**src/rtl/ecpr_pkg.sv**
```systemverilog
`default_nettype none

package ecpr_pkg;

   localparam int DEF_MAX_PAGES  = 64;
   localparam int DEF_MAX_FRAMES = 16;

   localparam int PAGE_W      = 7;
   localparam int FCNT_W      = 5;
   localparam int FRAME_OUT_W = 4;
   localparam int FAULT_W     = 32;

   localparam int CSR_INDEX_W = 2;
   localparam int CSR_DATA_W  = 7;

   localparam logic [CSR_INDEX_W-1:0] CSR_PAGE_COUNT  = 2'd0;
   localparam logic [CSR_INDEX_W-1:0] CSR_FRAME_COUNT = 2'd1;

   localparam logic [PAGE_W-1:0] PAGE_COUNT_RESET  = 7'd64;
   localparam logic [FCNT_W-1:0] FRAME_COUNT_RESET = 5'd16;

   localparam int REQ_TDATA_W = 8;
   localparam int RSP_TDATA_W = 48;

   localparam int RSP_FAULT_LSB   = 0;
   localparam int RSP_FRAME_LSB   = 1;
   localparam int RSP_EVICTED_LSB = 5;
   localparam int RSP_VICTIM_LSB  = 6;
   localparam int RSP_TOTAL_LSB   = 13;
   localparam int RSP_USED_W      = 45;

   typedef enum logic [3:0] {
      ST_CLEAR,
      ST_IDLE,
      ST_LOOKUP,
      ST_DECIDE,
      ST_SWEEP_RD,
      ST_SWEEP_EV,
      ST_EVICT,
      ST_LOAD,
      ST_FINISH
   } ecpr_state_type;

   typedef struct packed {
      logic clear;
      logic accept;
      logic read_req;
      logic decide;
      logic read_pos;
      logic evaluate;
      logic evict;
      logic load;
      logic publish;
   } ecpr_cmd_type;

   typedef struct packed {
      logic clear_done;
      logic req_bad;
      logic hit;
      logic frame_free;
      logic found;
      logic sweep_end;
      logic rsp_room;
   } ecpr_status_type;

endpackage

`default_nettype wire

```
**src/rtl/ecpr_ram.sv**
```systemverilog
`default_nettype none

module ecpr_ram #(
   parameter int WIDTH = 8,
   parameter int DEPTH = 64
) (
   input  wire logic                     clock,
   input  wire logic                     we,
   input  wire logic [$clog2(DEPTH)-1:0] waddr,
   input  wire logic [WIDTH-1:0]         wdata,
   input  wire logic                     re,
   input  wire logic [$clog2(DEPTH)-1:0] raddr,
   output logic      [WIDTH-1:0]         rdata
);

   logic [WIDTH-1:0] mem_ff [DEPTH];
   logic [WIDTH-1:0] rdata_ff;

   always_ff @(posedge clock) begin
      if (we) begin
         mem_ff[waddr] <= wdata;
      end
      if (re) begin
         rdata_ff <= mem_ff[raddr];
      end
   end

   assign rdata = rdata_ff;

endmodule

`default_nettype wire

```
**src/rtl/ecpr_ctrl.sv**
```systemverilog
`default_nettype none

module ecpr_ctrl
   import ecpr_pkg::*;
(
   input  wire logic            clock,
   input  wire logic            reset,
   input  wire logic            req_tvalid,
   output logic                 req_tready,
   input  wire ecpr_status_type status,
   output ecpr_cmd_type         cmd
);

   ecpr_state_type state_ff;
   ecpr_state_type state_in;

   always_ff @(posedge clock) begin
      if (reset) begin
         state_ff <= ST_CLEAR;
      end else begin
         state_ff <= state_in;
      end
   end

   always_comb begin
      state_in = state_ff;
      unique case (state_ff)
         ST_CLEAR: begin
            if (status.clear_done) state_in = ST_IDLE;
         end
         ST_IDLE: begin
            if (req_tvalid) state_in = status.req_bad ? ST_FINISH : ST_LOOKUP;
         end
         ST_LOOKUP: begin
            state_in = ST_DECIDE;
         end
         ST_DECIDE: begin
            state_in = (status.hit || status.frame_free) ? ST_FINISH : ST_SWEEP_RD;
         end
         ST_SWEEP_RD: begin
            state_in = ST_SWEEP_EV;
         end
         ST_SWEEP_EV: begin
            priority if (status.found) state_in = ST_EVICT;
            else if (status.sweep_end) state_in = ST_FINISH;
            else state_in = ST_SWEEP_RD;
         end
         ST_EVICT: begin
            state_in = ST_LOAD;
         end
         ST_LOAD: begin
            state_in = ST_FINISH;
         end
         ST_FINISH: begin
            if (status.rsp_room) state_in = ST_IDLE;
         end
         default: begin
            state_in = ST_CLEAR;
         end
      endcase
   end

   always_comb begin
      cmd        = '0;
      req_tready = 1'b0;
      unique case (state_ff)
         ST_CLEAR:    cmd.clear = 1'b1;
         ST_IDLE: begin
            req_tready = 1'b1;
            cmd.accept = req_tvalid;
         end
         ST_LOOKUP:   cmd.read_req = 1'b1;
         ST_DECIDE:   cmd.decide = 1'b1;
         ST_SWEEP_RD: cmd.read_pos = 1'b1;
         ST_SWEEP_EV: cmd.evaluate = 1'b1;
         ST_EVICT:    cmd.evict = 1'b1;
         ST_LOAD:     cmd.load = 1'b1;
         ST_FINISH:   cmd.publish = status.rsp_room;
         default: begin
            cmd = '0;
         end
      endcase
   end

endmodule

`default_nettype wire

```
**src/rtl/ecpr_dp.sv**
```systemverilog
`default_nettype none

module ecpr_dp
   import ecpr_pkg::*;
#(
   parameter int MAX_PAGES  = DEF_MAX_PAGES,
   parameter int MAX_FRAMES = DEF_MAX_FRAMES
) (
   input  wire logic                   clock,
   input  wire logic                   reset,
   input  wire logic                   csr_valid,
   input  wire logic [CSR_INDEX_W-1:0] csr_index,
   input  wire logic [CSR_DATA_W-1:0]  csr_wdata,
   input  wire logic [PAGE_W-1:0]      req_page,
   input  wire logic                   req_is_write,
   output logic                        rsp_valid,
   input  wire logic                   rsp_ready,
   output logic [RSP_TDATA_W-1:0]      rsp_data,
   output logic                        rsp_bad,
   input  wire ecpr_cmd_type           cmd,
   output ecpr_status_type             status
);

   localparam int IDX_W   = $clog2(MAX_PAGES);
   localparam int PC_W    = $clog2(MAX_PAGES + 1);
   localparam int FRAME_W = (MAX_FRAMES > 1) ? $clog2(MAX_FRAMES) : 1;
   localparam int FU_W    = $clog2(MAX_FRAMES + 1);
   localparam int STEP_W  = $clog2(2 * MAX_PAGES + 2);
   localparam int ENT_W   = FRAME_W + 3;
   localparam int V_BIT   = FRAME_W + 2;
   localparam int R_BIT   = FRAME_W + 1;
   localparam int W_BIT   = FRAME_W;

   logic [PAGE_W-1:0]      page_count_ff, page_count_in;
   logic [FCNT_W-1:0]      frame_count_ff, frame_count_in;
   logic [IDX_W-1:0]       idx_ff, idx_in;
   logic                   wr_ff, wr_in;
   logic [FU_W-1:0]        frames_used_ff, frames_used_in;
   logic [IDX_W-1:0]       hand_ff, hand_in;
   logic [FAULT_W-1:0]     fault_count_ff, fault_count_in;
   logic [IDX_W-1:0]       pos_ff, pos_in;
   logic [STEP_W-1:0]      step_ff, step_in;
   logic                   phase_ff, phase_in;
   logic [IDX_W-1:0]       victim_ff, victim_in;
   logic [IDX_W-1:0]       clr_ff, clr_in;
   logic                   res_fault_ff, res_fault_in;
   logic [FRAME_W-1:0]     res_frame_ff, res_frame_in;
   logic                   res_evicted_ff, res_evicted_in;
   logic [PAGE_W-1:0]      res_victim_ff, res_victim_in;
   logic                   res_bad_ff, res_bad_in;
   logic                   rsp_valid_ff, rsp_valid_in;
   logic [RSP_TDATA_W-1:0] rsp_data_ff, rsp_data_in;
   logic                   rsp_bad_ff, rsp_bad_in;

   logic [PC_W-1:0]   eff_pages;
   logic [FU_W-1:0]   eff_frames;
   logic [IDX_W-1:0]  req_idx;
   logic              req_bad;
   logic [IDX_W-1:0]  start;
   logic [IDX_W-1:0]  next_pos;
   logic [STEP_W-1:0] limit;
   logic              last_step;

   logic               ram_we;
   logic [IDX_W-1:0]   ram_waddr;
   logic [ENT_W-1:0]   ram_wdata;
   logic               ram_re;
   logic [IDX_W-1:0]   ram_raddr;
   logic [ENT_W-1:0]   ram_rdata;
   logic               ent_valid;
   logic               ent_ref;
   logic               ent_wr;
   logic [FRAME_W-1:0] ent_frame;
   logic               found;

   ecpr_ram #(
      .WIDTH (ENT_W),
      .DEPTH (MAX_PAGES)
   ) u_map (
      .clock (clock),
      .we    (ram_we),
      .waddr (ram_waddr),
      .wdata (ram_wdata),
      .re    (ram_re),
      .raddr (ram_raddr),
      .rdata (ram_rdata)
   );

   assign ent_valid = ram_rdata[V_BIT];
   assign ent_ref   = ram_rdata[R_BIT];
   assign ent_wr    = ram_rdata[W_BIT];
   assign ent_frame = ram_rdata[FRAME_W-1:0];
   assign found     = ent_valid && !ent_ref && !ent_wr;

   always_comb begin
      if (page_count_ff == '0) begin
         eff_pages = PC_W'(1);
      end else if (32'(page_count_ff) > MAX_PAGES) begin
         eff_pages = PC_W'(MAX_PAGES);
      end else begin
         eff_pages = PC_W'(page_count_ff);
      end
      if (frame_count_ff == '0) begin
         eff_frames = FU_W'(1);
      end else if (32'(frame_count_ff) > MAX_FRAMES) begin
         eff_frames = FU_W'(MAX_FRAMES);
      end else begin
         eff_frames = FU_W'(frame_count_ff);
      end
   end

   assign req_idx   = IDX_W'(32'(req_page) - 32'd1);
   assign req_bad   = (req_page == '0) || (32'(req_page) > 32'(eff_pages));
   assign start     = (32'(hand_ff) < 32'(eff_pages)) ? hand_ff : '0;
   assign next_pos  = (32'(pos_ff) + 32'd1 == 32'(eff_pages)) ? '0
                                                              : IDX_W'(32'(pos_ff) + 32'd1);
   assign limit     = phase_ff ? STEP_W'(32'(eff_pages) * 2 + 1) : STEP_W'(eff_pages);
   assign last_step = (32'(step_ff) + 32'd1 == 32'(limit));

   assign status.clear_done = (32'(clr_ff) == MAX_PAGES - 1);
   assign status.req_bad    = req_bad;
   assign status.hit        = ent_valid;
   assign status.frame_free = 32'(frames_used_ff) < 32'(eff_frames);
   assign status.found      = found;
   assign status.sweep_end  = !found && phase_ff && last_step;
   assign status.rsp_room   = !rsp_valid_ff || rsp_ready;

   always_comb begin
      page_count_in  = page_count_ff;
      frame_count_in = frame_count_ff;
      if (csr_valid) begin
         unique case (csr_index)
            CSR_PAGE_COUNT:  page_count_in = csr_wdata[PAGE_W-1:0];
            CSR_FRAME_COUNT: frame_count_in = csr_wdata[FCNT_W-1:0];
            default: begin
               page_count_in = page_count_ff;
            end
         endcase
      end
   end

   always_comb begin
      idx_in         = idx_ff;
      wr_in          = wr_ff;
      frames_used_in = frames_used_ff;
      hand_in        = hand_ff;
      fault_count_in = fault_count_ff;
      pos_in         = pos_ff;
      step_in        = step_ff;
      phase_in       = phase_ff;
      victim_in      = victim_ff;
      clr_in         = clr_ff;
      res_fault_in   = res_fault_ff;
      res_frame_in   = res_frame_ff;
      res_evicted_in = res_evicted_ff;
      res_victim_in  = res_victim_ff;
      res_bad_in     = res_bad_ff;
      ram_we         = 1'b0;
      ram_waddr      = idx_ff;
      ram_wdata      = '0;
      ram_re         = 1'b0;
      ram_raddr      = idx_ff;

      if (cmd.clear) begin
         ram_we    = 1'b1;
         ram_waddr = clr_ff;
         ram_wdata = '0;
         clr_in    = IDX_W'(32'(clr_ff) + 32'd1);
      end

      if (cmd.accept) begin
         idx_in         = req_idx;
         wr_in          = req_is_write;
         res_fault_in   = 1'b0;
         res_frame_in   = '0;
         res_evicted_in = 1'b0;
         res_victim_in  = '0;
         res_bad_in     = req_bad;
      end

      if (cmd.read_req) begin
         ram_re    = 1'b1;
         ram_raddr = idx_ff;
      end

      if (cmd.decide) begin
         if (ent_valid) begin
            ram_we       = 1'b1;
            ram_wdata    = {1'b1, 1'b1, ent_wr | wr_ff, ent_frame};
            res_frame_in = ent_frame;
         end else begin
            res_fault_in = 1'b1;
            if (fault_count_ff != '1) begin
               fault_count_in = fault_count_ff + 1'b1;
            end
            if (status.frame_free) begin
               ram_we         = 1'b1;
               ram_wdata      = {1'b1, 1'b1, wr_ff, FRAME_W'(frames_used_ff)};
               res_frame_in   = FRAME_W'(frames_used_ff);
               frames_used_in = FU_W'(32'(frames_used_ff) + 32'd1);
            end else begin
               pos_in   = start;
               step_in  = '0;
               phase_in = 1'b0;
            end
         end
      end

      if (cmd.read_pos) begin
         ram_re    = 1'b1;
         ram_raddr = pos_ff;
      end

      if (cmd.evaluate) begin
         if (found) begin
            victim_in      = pos_ff;
            res_frame_in   = ent_frame;
            res_evicted_in = 1'b1;
            res_victim_in  = PAGE_W'(32'(pos_ff) + 32'd1);
            hand_in        = next_pos;
         end else begin
            if (ent_valid) begin
               ram_we    = 1'b1;
               ram_waddr = pos_ff;
               if (phase_ff) begin
                  ram_wdata = {1'b1, ent_ref, 1'b0, ent_frame};
               end else begin
                  ram_wdata = {1'b1, 1'b0, ent_wr, ent_frame};
               end
            end
            if (last_step && !phase_ff) begin
               phase_in = 1'b1;
               step_in  = '0;
               pos_in   = start;
            end else begin
               step_in = STEP_W'(32'(step_ff) + 32'd1);
               pos_in  = next_pos;
            end
         end
      end

      if (cmd.evict) begin
         ram_we    = 1'b1;
         ram_waddr = victim_ff;
         ram_wdata = '0;
      end

      if (cmd.load) begin
         ram_we    = 1'b1;
         ram_waddr = idx_ff;
         ram_wdata = {1'b1, 1'b1, wr_ff, res_frame_ff};
      end
   end

   always_comb begin
      rsp_valid_in = rsp_valid_ff;
      rsp_data_in  = rsp_data_ff;
      rsp_bad_in   = rsp_bad_ff;
      if (cmd.publish) begin
         rsp_valid_in = 1'b1;
         rsp_data_in  = RSP_TDATA_W'({fault_count_ff, res_victim_ff, res_evicted_ff,
                                      FRAME_OUT_W'(res_frame_ff), res_fault_ff});
         rsp_bad_in   = res_bad_ff;
      end else if (rsp_ready) begin
         rsp_valid_in = 1'b0;
      end
   end

   always_ff @(posedge clock) begin
      if (reset) begin
         page_count_ff  <= PAGE_COUNT_RESET;
         frame_count_ff <= FRAME_COUNT_RESET;
         frames_used_ff <= '0;
         hand_ff        <= '0;
         fault_count_ff <= '0;
         clr_ff         <= '0;
         phase_ff       <= 1'b0;
         step_ff        <= '0;
         rsp_valid_ff   <= 1'b0;
      end else begin
         page_count_ff  <= page_count_in;
         frame_count_ff <= frame_count_in;
         frames_used_ff <= frames_used_in;
         hand_ff        <= hand_in;
         fault_count_ff <= fault_count_in;
         clr_ff         <= clr_in;
         phase_ff       <= phase_in;
         step_ff        <= step_in;
         rsp_valid_ff   <= rsp_valid_in;
      end
   end

   always_ff @(posedge clock) begin
      idx_ff         <= idx_in;
      wr_ff          <= wr_in;
      pos_ff         <= pos_in;
      victim_ff      <= victim_in;
      res_fault_ff   <= res_fault_in;
      res_frame_ff   <= res_frame_in;
      res_evicted_ff <= res_evicted_in;
      res_victim_ff  <= res_victim_in;
      res_bad_ff     <= res_bad_in;
      rsp_data_ff    <= rsp_data_in;
      rsp_bad_ff     <= rsp_bad_in;
   end

   assign rsp_valid = rsp_valid_ff;
   assign rsp_data  = rsp_data_ff;
   assign rsp_bad   = rsp_bad_ff;

endmodule

`default_nettype wire

```
**src/rtl/enhanced_clock_page_replacer_core.sv**
```systemverilog
`default_nettype none

// Channel   Direction  Word contents
// req       in         tdata: page [6:0], zero [7]; tuser: is_write
// rsp       out        tdata: fault, frame, evicted, victim_page, fault_total; tuser: bad_page
// csr       in         csr_index selects page_count (0) or frame_count (1), csr_wdata
//
// A hit or a miss into a free frame goes from idle via lookup and decide to finish, a bad
// page straight to finish; finish publishes the result into the output register once it has
// room, and idle can take the next word in the cycle after. A replacement reads and evaluates
// each page position the clock hand visits, up to p + (2 * p + 1) positions with p the
// page_count held to 1..MAX_PAGES, and if it finds a victim retires it and loads the page.
// After reset a clearing pass writes every page map entry before the first word is accepted.
// A finished result waits in an output register; a following word is accepted meanwhile.

module enhanced_clock_page_replacer_core
   import ecpr_pkg::*;
#(
   parameter int MAX_PAGES  = DEF_MAX_PAGES,
   parameter int MAX_FRAMES = DEF_MAX_FRAMES
) (
   input  wire logic                   clock,
   input  wire logic                   reset,
   input  wire logic                   req_tvalid,
   output logic                        req_tready,
   input  wire logic [REQ_TDATA_W-1:0] req_tdata,  // page [6:0], zero [7]
   input  wire logic                   req_tuser,  // is_write
   output logic                        rsp_tvalid,
   input  wire logic                   rsp_tready,
   output logic [RSP_TDATA_W-1:0]      rsp_tdata,  // fault, frame, evicted, victim_page,
                                                   // fault_total, zero
   output logic                        rsp_tuser,  // bad_page
   input  wire logic                   csr_valid,
   output logic                        csr_ready,
   input  wire logic [CSR_INDEX_W-1:0] csr_index,
   input  wire logic [CSR_DATA_W-1:0]  csr_wdata
);

   ecpr_cmd_type    cmd;
   ecpr_status_type status;

   assign csr_ready = 1'b1;

   ecpr_ctrl u_ctrl (
      .clock      (clock),
      .reset      (reset),
      .req_tvalid (req_tvalid),
      .req_tready (req_tready),
      .status     (status),
      .cmd        (cmd)
   );

   ecpr_dp #(
      .MAX_PAGES  (MAX_PAGES),
      .MAX_FRAMES (MAX_FRAMES)
   ) u_dp (
      .clock        (clock),
      .reset        (reset),
      .csr_valid    (csr_valid),
      .csr_index    (csr_index),
      .csr_wdata    (csr_wdata),
      .req_page     (req_tdata[PAGE_W-1:0]),
      .req_is_write (req_tuser),
      .rsp_valid    (rsp_tvalid),
      .rsp_ready    (rsp_tready),
      .rsp_data     (rsp_tdata),
      .rsp_bad      (rsp_tuser),
      .cmd          (cmd),
      .status       (status)
   );

endmodule

`default_nettype wire
```
**config.mk**
```make
export PLATFORM = sky130hd
export DESIGN_NAME = enhanced_clock_page_replacer_core
export DESIGN_NICKNAME = d
export VERILOG_FILES = /design/src/rtl/ecpr_pkg.sv /design/src/rtl/ecpr_ram.sv /design/src/rtl/ecpr_ctrl.sv /design/src/rtl/ecpr_dp.sv /design/src/rtl/enhanced_clock_page_replacer_core.sv
export SDC_FILE = /design/constraint.sdc
export NUM_CORES = 1
export LEC_CHECK = 0
export ABC_AREA = 0
export BUFFER_PORTS_ARGS = -buffer_cell sky130_fd_sc_hd__buf_2
export CORE_AREA = 2 2 217 219
export DETAILED_ROUTE_END_ITERATION = 10
export DIE_AREA = 0 0 219 221
export GPL_TIMING_DRIVEN = 0
export HOLD_SLACK_MARGIN = 0.03
export PLACE_DENSITY = 0.75
export SLEW_MARGIN = 20
export SYNTH_ARGS = -nofsm -noshare
export SYNTH_HDL_FRONTEND = slang
export SYNTH_HIERARCHICAL = 1
export SYNTH_SLANG_ARGS = --single-unit
export TNS_END_PERCENT = 30
```
**constraint.sdc**
```tcl
create_clock -name clock -period 4.94 [get_ports clock]
set_clock_uncertainty 0.1 [all_clocks]
set_input_delay 0.247 -clock clock [delete_from_list [all_inputs] [get_ports clock]]
set_output_delay 0.247 -clock clock [all_outputs]
set_load 0.02 [all_outputs]
```
# Word-level counts from Yosys, hierarchy flattened
# Memories as Yosys holds them, arrays and structs flattened. A register that Yosys moved wholly into a read port is not among the register bits.
# Cells that the tools add are included.
[totals] reg_bits=154 latchBits=0 mem_bits_rw=448 rom_bits=0 inputBits=23 out_inout_bits=52 elab_cells=166 mem_count=1
[classes] add_sub_neg=7 n_mul=0 n_div=0 order_cmp=5 n_eq_ne=16 shifts=0 n_mux=89 bitwise_logic=2 n_reduce_logical=25
[memory_table] name="u_dp.u_map.mem_ff" depth=64 word_bits=7 rd=1 rd_clocked_by_memory_dff=1 write_ports=1 line="ecpr_ram.sv:16" text="logic [WIDTH-1:0] mem_ff [DEPTH];"
[op_table] op="2-to-1 mux 6 bit" count=16
[op_table] op="2-to-1 mux 7 bit" count=13
[op_table] op="2-to-1 mux 8 bit" count=7
[op_table] op="2-to-1 mux 4 bit" count=13
[op_table] op="2-to-1 mux 1 bit" count=37
[op_table] op="one-hot mux 4 bit (9 select lines)" count=1
[op_table] op="adder 32 x 1 -> 32 bit (second input constant)" count=1
[op_table] op="== test 32 x 7 -> 1 bit" count=1
[op_table] op="== test 32 x 8 -> 1 bit" count=1
[op_table] op="!= test 32 bit (second input constant)" count=1
[op_table] op="== test 4 x 3 -> 1 bit (second input constant)" count=4
[op_table] op="zero test 7 bit" count=2
[op_table] op="2-to-1 mux 5 bit" count=2
[op_table] op="adder 8 x 1 -> 9 bit (second input constant)" count=1
[op_table] op="AND reduction 3 bit" count=3
[op_table] op="adder 8 x 1 -> 8 bit (second input constant)" count=1
[op_table] op="== test 4 x 2 -> 1 bit (second input constant)" count=2
[op_table] op="adder 6 x 1 -> 7 bit (second input constant)" count=1
[op_table] op="> comparator 7 bit" count=1
[op_table] op="> comparator 7 bit (second input constant)" count=1
[op_table] op="less-than comparator 6 x 7 -> 1 bit" count=1
[op_table] op="adder 6 x 1 -> 6 bit (second input constant)" count=1
[op_table] op="== test 6 bit (second input constant)" count=1
[op_table] op="AND reduction 2 bit" count=3
[op_table] op="other kinds (18)" count=29

# Longest topological paths before layout
[logic_depth] word_depth=14 ltp_mapped=16 ltp_nobuf=13

# Modules after synthesis
# Netlist, hierarchy kept.
[by_module_without_submodules] mod="ecpr_ram" n_inst=1 cells_each=827 area_per_inst_um2=17705.7 seq_area_each_um2=13663.1
[by_module_without_submodules] mod="ecpr_dp" n_inst=1 cells_each=761 area_per_inst_um2=7453.4 seq_area_each_um2=3603.5
[by_module_without_submodules] mod="ecpr_ctrl" n_inst=1 cells_each=50 area_per_inst_um2=344.1 seq_area_each_um2=80.1
[by_module_without_submodules] mod="enhanced_clock_page_replacer_core" n_inst=1 cells_each=2 area_per_inst_um2=11.3 seq_area_each_um2=0.0

# Worst setup path before layout
# OpenSTA, ideal clock, no wires.
[synth_timing] path_kind="reg-to-reg" start="register u_dp.frame_count_ff[4]" end="memory u_dp/u_map/mem_ff[0][4] (netlist bit), data pin" setup_time_ns=0.702 arrival_ns=4.492 required_time_ns=4.138 setup_slack_ns=-0.354 stages_incl_launch_ff=11 n_path_buf=1 synth_period_minus_slack_ns=5.294 path_cell_list="dfxtp_1 inv_1 nand2_1 ha_1 o21ai_0 o311ai_0 a2111o_1 nand2_1 buf_1 a41oi_1 o21ai_0"
[synth_rtl] element="from (decl)" line="ecpr_dp.sv:35" text="logic [FCNT_W-1:0] frame_count_ff, frame_count_in;"
[synth_rtl] element="from (signal assigned)" line="ecpr_dp.sv:282" text="frame_count_ff <= frame_count_in;"
[synth_rtl] element="to (decl)" line="ecpr_ram.sv:16"

==> metrics.md <==
| Metric | Value |
|---|---|
| Power density over cell area | `357 nW/um^2` |
| Average via count per standard cell | `6.29` |
| Total core area | `46100 um^2` |
| DRC violations left | `0` |
| Share of the synthesized area in the top cell type | `0.606` |
| PnR worst setup slack | `75.4 ps` |
| Number of register bits inferred by synthesis | `609` |
| Number of hold violations in the final report | `0` |
| Antenna Nets Post-Route | `0` |
| Number of DRC violations after detailed-routing iteration 0 | `1978` |
| Via count of the first global-routing pass | `15185` |
| Synthesis-to-layout area growth | `14.3%` |
| Switching power | `0.00211 W` |
| Net Sw Frac | `0.203` |
| Leakage power summed over all cells | `9.75 nW` |
| Syn_area_per_cell | `15.6 um^2` |
| Cell variety after synth | `84` |
| Slowest cell on the critical path | `sky130_fd_sc_hd__nor2_1` |
| Number of port buffers | `69` |
| Clock share of power | `0.447` |
| Clock latency on the worst-skew pair | `630 ps` |
| Total wire length after detailed routing | `61600 um` |
| Total global routing overflow | `0` |
| Startpoint type of the worst setup path | `register` |
| Total number of placement rows | `79` |
| Area of all sequential standard cells | `17300 um^2` |
| Start point of the worst min-delay path | `req_tdata[6]` |
| Ys flop type | `sky130_fd_sc_hd__edfxtp_1` |
| Initial antenna violation count | `0` |
| Sequential-to-total area share from yosys stat | `0.680` |
| Global-route wire length before repair | `93100 um` |
| Final layout net count | `1845` |
| Number of enable-type register cells in the synthesized netlist | `515` |
| Actual transition at the worst max-transition pin | `1080 ps` |
| Endpoint of the worst register-to-register path | `u_dp/u_map/mem_ff[41][2]$_DFFE_PP_` |
| Critical path cell sequence | `clkbuf_1 > nor4_1 > buf_1 > mux2i_1 > a211oi_1 > a21oi_1 > o21ai_0 > nand3_1 > nor2_1` |
| Diodes inserted | `0` |
| Util after Layout | `0.633` |
| Minimum period implied by the final worst setup slack | `4860 ps` |
| Cell at the root of the clock tree | `sky130_fd_sc_hd__clkbuf_16` |
| Max FO, Critical Path | `10` |
| Detailed route wirelength on metal3 | `5210 um` |
| Fraction of registers with async set or reset after synthesis | `0` |
| DR WL met2 | `29600 um` |
| Cell taking the most area after synthesis | `sky130_fd_sc_hd__edfxtp_1` |
| Instance count of the mapped netlist | `1640` |
| Cell count of the worst hold path | `4` |
| Type of element capturing the critical path | `register` |
| First-pass iteration count of the detailed router | `7` |
| Effective utilization at floorplan | `0.554` |
| Number of standard cells in the final layout excluding fillers | `2457` |
| Final setup violation count | `0` |
| Logic depth of the worst register-to-register path | `9` |
| Synth top cells by count | `515 x sky130_fd_sc_hd__edfxtp_1, 179 x sky130_fd_sc_hd__nor2_1, 112 x sky130_fd_sc_hd__mux4_2` |
| Most numerous cell in the Yosys netlist | `sky130_fd_sc_hd__edfxtp_1` |
| CP Buf/Inv Count | `2` |
| Unrepaired setup endpoints after global routing | `true` |
| Kind of cell with the highest combined delay on the critical path | `simple AND/OR/NAND/NOR gates` |
| Overall Global Routing Usage | `0.256` |
| Weighted congestion reported at the end of routability-driven placement | `1.02` |
| Max-slew headroom at the worst pin | `0.277` |
| Post-detail-place hpwl | `40600 um` |
| Chip Height | `221 um` |
| Status | `completed` |
| IR drop worst, VDD | `0.000335 V` |
| Area enclosed by the die boundary | `48400 um^2` |
| Wire length on met1 | `24500 um` |
| Count of warnings emitted by yosys | `6` |
| Arrival time worst endpoint | `5010 ps` |
| Clock transition at the registers of the reported paths | `70 ps` |
| Min Hold Slack | `55.6 ps` |
| Share of power burned in registers | `0.534` |
| Maximum clock path buffer count | `3` |
| Leading cell types by total area after synthesis | `sky130_fd_sc_hd__edfxtp_1 61%, sky130_fd_sc_hd__mux4_2 9.9%, sky130_fd_sc_hd__dfxtp_1 7.4%` |
| Cell-internal power | `0.00830 W` |
| Worst Hold Class | `input pin to register` |
| Clock Sink Count | `609` |
| Dpl ws | `50.4 ps` |
| Pin count of the biggest net entering global routing | `65` |
| Crit share post-route | `0.985` |
| H-tree Lvls | `2` |
| Horizontal extent of the die | `219 um` |
| Endpoint required time on the critical path | `5080 ps` |
| Fraction of final layout cells sized beyond drive strength 1 | `0.223` |
| Final-layout fill cell count | `3291` |
| Top sig layer | `met4` |
| Logic pwr share | `0.019` |
| I/O pin count | `75` |
| Total via count in the routed design | `15454` |
| Post-synthesis instance area | `25500 um^2` |
| Maximum Capacitance Violations | `0` |
| Highest cell delay on the worst timing path | `900 ps` |
| Number of buffers created by CTS | `59` |
| CTS tree | `yes` |
| Worst hold path endpoint | `u_dp/res_bad_ff$_DFFE_PP_` |
| R2R Setup Slk | `80 ps` |
| Worst flop-to-flop path startpoint | `u_ctrl/state_ff[0]$_SDFFE_PP0P_` |
| Total area of multi-input combinational cells | `7620 um^2` |
| Max-slew violation count | `0` |
| Mean routed wirelength per cell | `25.1 um` |
| Crit path kind | `register to register` |
| F_max | `206 MHz` |
| Instance count after placement with tap cells included | `2326` |
[worst max path at each step]
stage,startpoint,to,cells past startpoint
after global placement,u_dp/frame_count_ff[4]$_SDFFE_PP1P_,u_dp/u_map/mem_ff[28][4]$_DFFE_PP_,10
after detailed placement,u_ctrl/state_ff[0]$_SDFFE_PP0P_,u_dp/u_map/mem_ff[48][5]$_DFFE_PP_,10
after global routing,u_ctrl/state_ff[0]$_SDFFE_PP0P_,u_dp/u_map/mem_ff[7][5]$_DFFE_PP_,10
after floorplan,u_dp/frame_count_ff[4]$_SDFFE_PP1P_,u_dp/u_map/mem_ff[0][4]$_DFFE_PP_,10
final,u_ctrl/state_ff[0]$_SDFFE_PP0P_,u_dp/u_map/mem_ff[41][2]$_DFFE_PP_,9
after CTS,u_ctrl/state_ff[0]$_SDFFE_PP0P_,u_dp/u_map/mem_ff[48][2]$_DFFE_PP_,10
[cell type report]
class                           instances  share of cell area
Buffer                                 93              0.0190
Multi-Input combinational cell        909               0.261
Clock inverter                         43              0.0166
Clock buffer                           67              0.0531
Inverter                               31             0.00399
Timing Repair Buffer                   98              0.0253
Tap cell                              607              0.0260
Sequential cell                       609               0.595
[cells by family after synthesis]
family,share of synthesized area
mux,0.119
buf+inv,0.0263
xor+xnor,0.0204
simple gates,0.0848
compound gates,0.0586
flops,0.680
other cells,0.000294
fa+ha+maj,0.0107
[timing repair]
action	4_1_cts	5_1_grt
hold endpoints to repair	24	0
hold buffers	21	0
endpoints found under the setup margin	0	289
gates resized for setup	0	29
buffers inserted	0	0
[tightest hold or removal path, delay by kind of cell]
kind	cells	cell delay, ps
simple gates	3	240
buf+inv	1	90
[routing by layer]
| layer | vias to the layer above | GRT usage |
|---|---|---|
| li1 | 6724 | - |
| met1 | 7786 | 0.356 |
| met2 | 797 | 0.408 |
| met3 | 147 | 0.0470 |
| met4 | 0 | 0.0957 |
| met5 | - | 0 |
[through the flow]
step	setup TNS [ps]	total power, W	area, um^2
2_1_floorplan	0	0.00577	25500
3_3_place_gp	-82660	0.00584	26600
3_5_place_dp	0	0.00584	26800
4_1_cts	0	0.0105	29100
5_1_grt	-14400	0.0107	29200
6_report	0	0.0104	29200
[power by group through the flow]
stage          combinational (W)  clock (W)  sequential, W
2_1_floorplan           0.000116          0        0.00566
3_3_place_gp            0.000174          0        0.00566
3_5_place_dp            0.000177          0        0.00566
4_1_cts                 0.000192    0.00472        0.00555
5_1_grt                 0.000215    0.00491        0.00556
6_report                0.000199    0.00465        0.00556
[layout by cell type, fill, tap and decap left out, types with 37 or more instances in the layout]
| cell | netlist | layout |
|---|---|---|
| sky130_fd_sc_hd__edfxtp_1 | 515 | 515 |
| sky130_fd_sc_hd__nor2_1 | 179 | 150 |
| sky130_fd_sc_hd__mux4_2 | 112 | 112 |
| sky130_fd_sc_hd__dfxtp_1 | 94 | 94 |
| sky130_fd_sc_hd__nand2_1 | 89 | 89 |
| sky130_fd_sc_hd__buf_2 | 18 | 87 |
| sky130_fd_sc_hd__clkbuf_16 | 0 | 60 |
| sky130_fd_sc_hd__clkbuf_1 | 41 | 46 |
| sky130_fd_sc_hd__nand3_1 | 39 | 39 |
| sky130_fd_sc_hd__mux2i_1 | 38 | 38 |
| sky130_fd_sc_hd__o21ai_0 | 39 | 37 |
[registers in the layout, summed over array words and instances, names as in the netlist, 5 cells and up]
| signal | count |
|---|---|
| u_dp/u_map/rdata | 7 |
| u_dp/victim_ff | 6 |
| u_dp/u_map/mem_ff | 448 |
| u_dp/page_count_ff | 7 |
| u_dp/clr_ff | 6 |
| u_dp/frames_used_ff | 5 |
| u_dp/hand_ff | 6 |
| u_dp/rsp_data | 45 |
| u_dp/res_victim_ff | 7 |
| u_dp/step_ff | 8 |
| u_dp/pos_ff | 6 |
| u_dp/fault_count_ff | 32 |
| u_dp/frame_count_ff | 5 |
| u_dp/idx_ff | 6 |
Note: power is estimated with default switching activity, not from simulation.
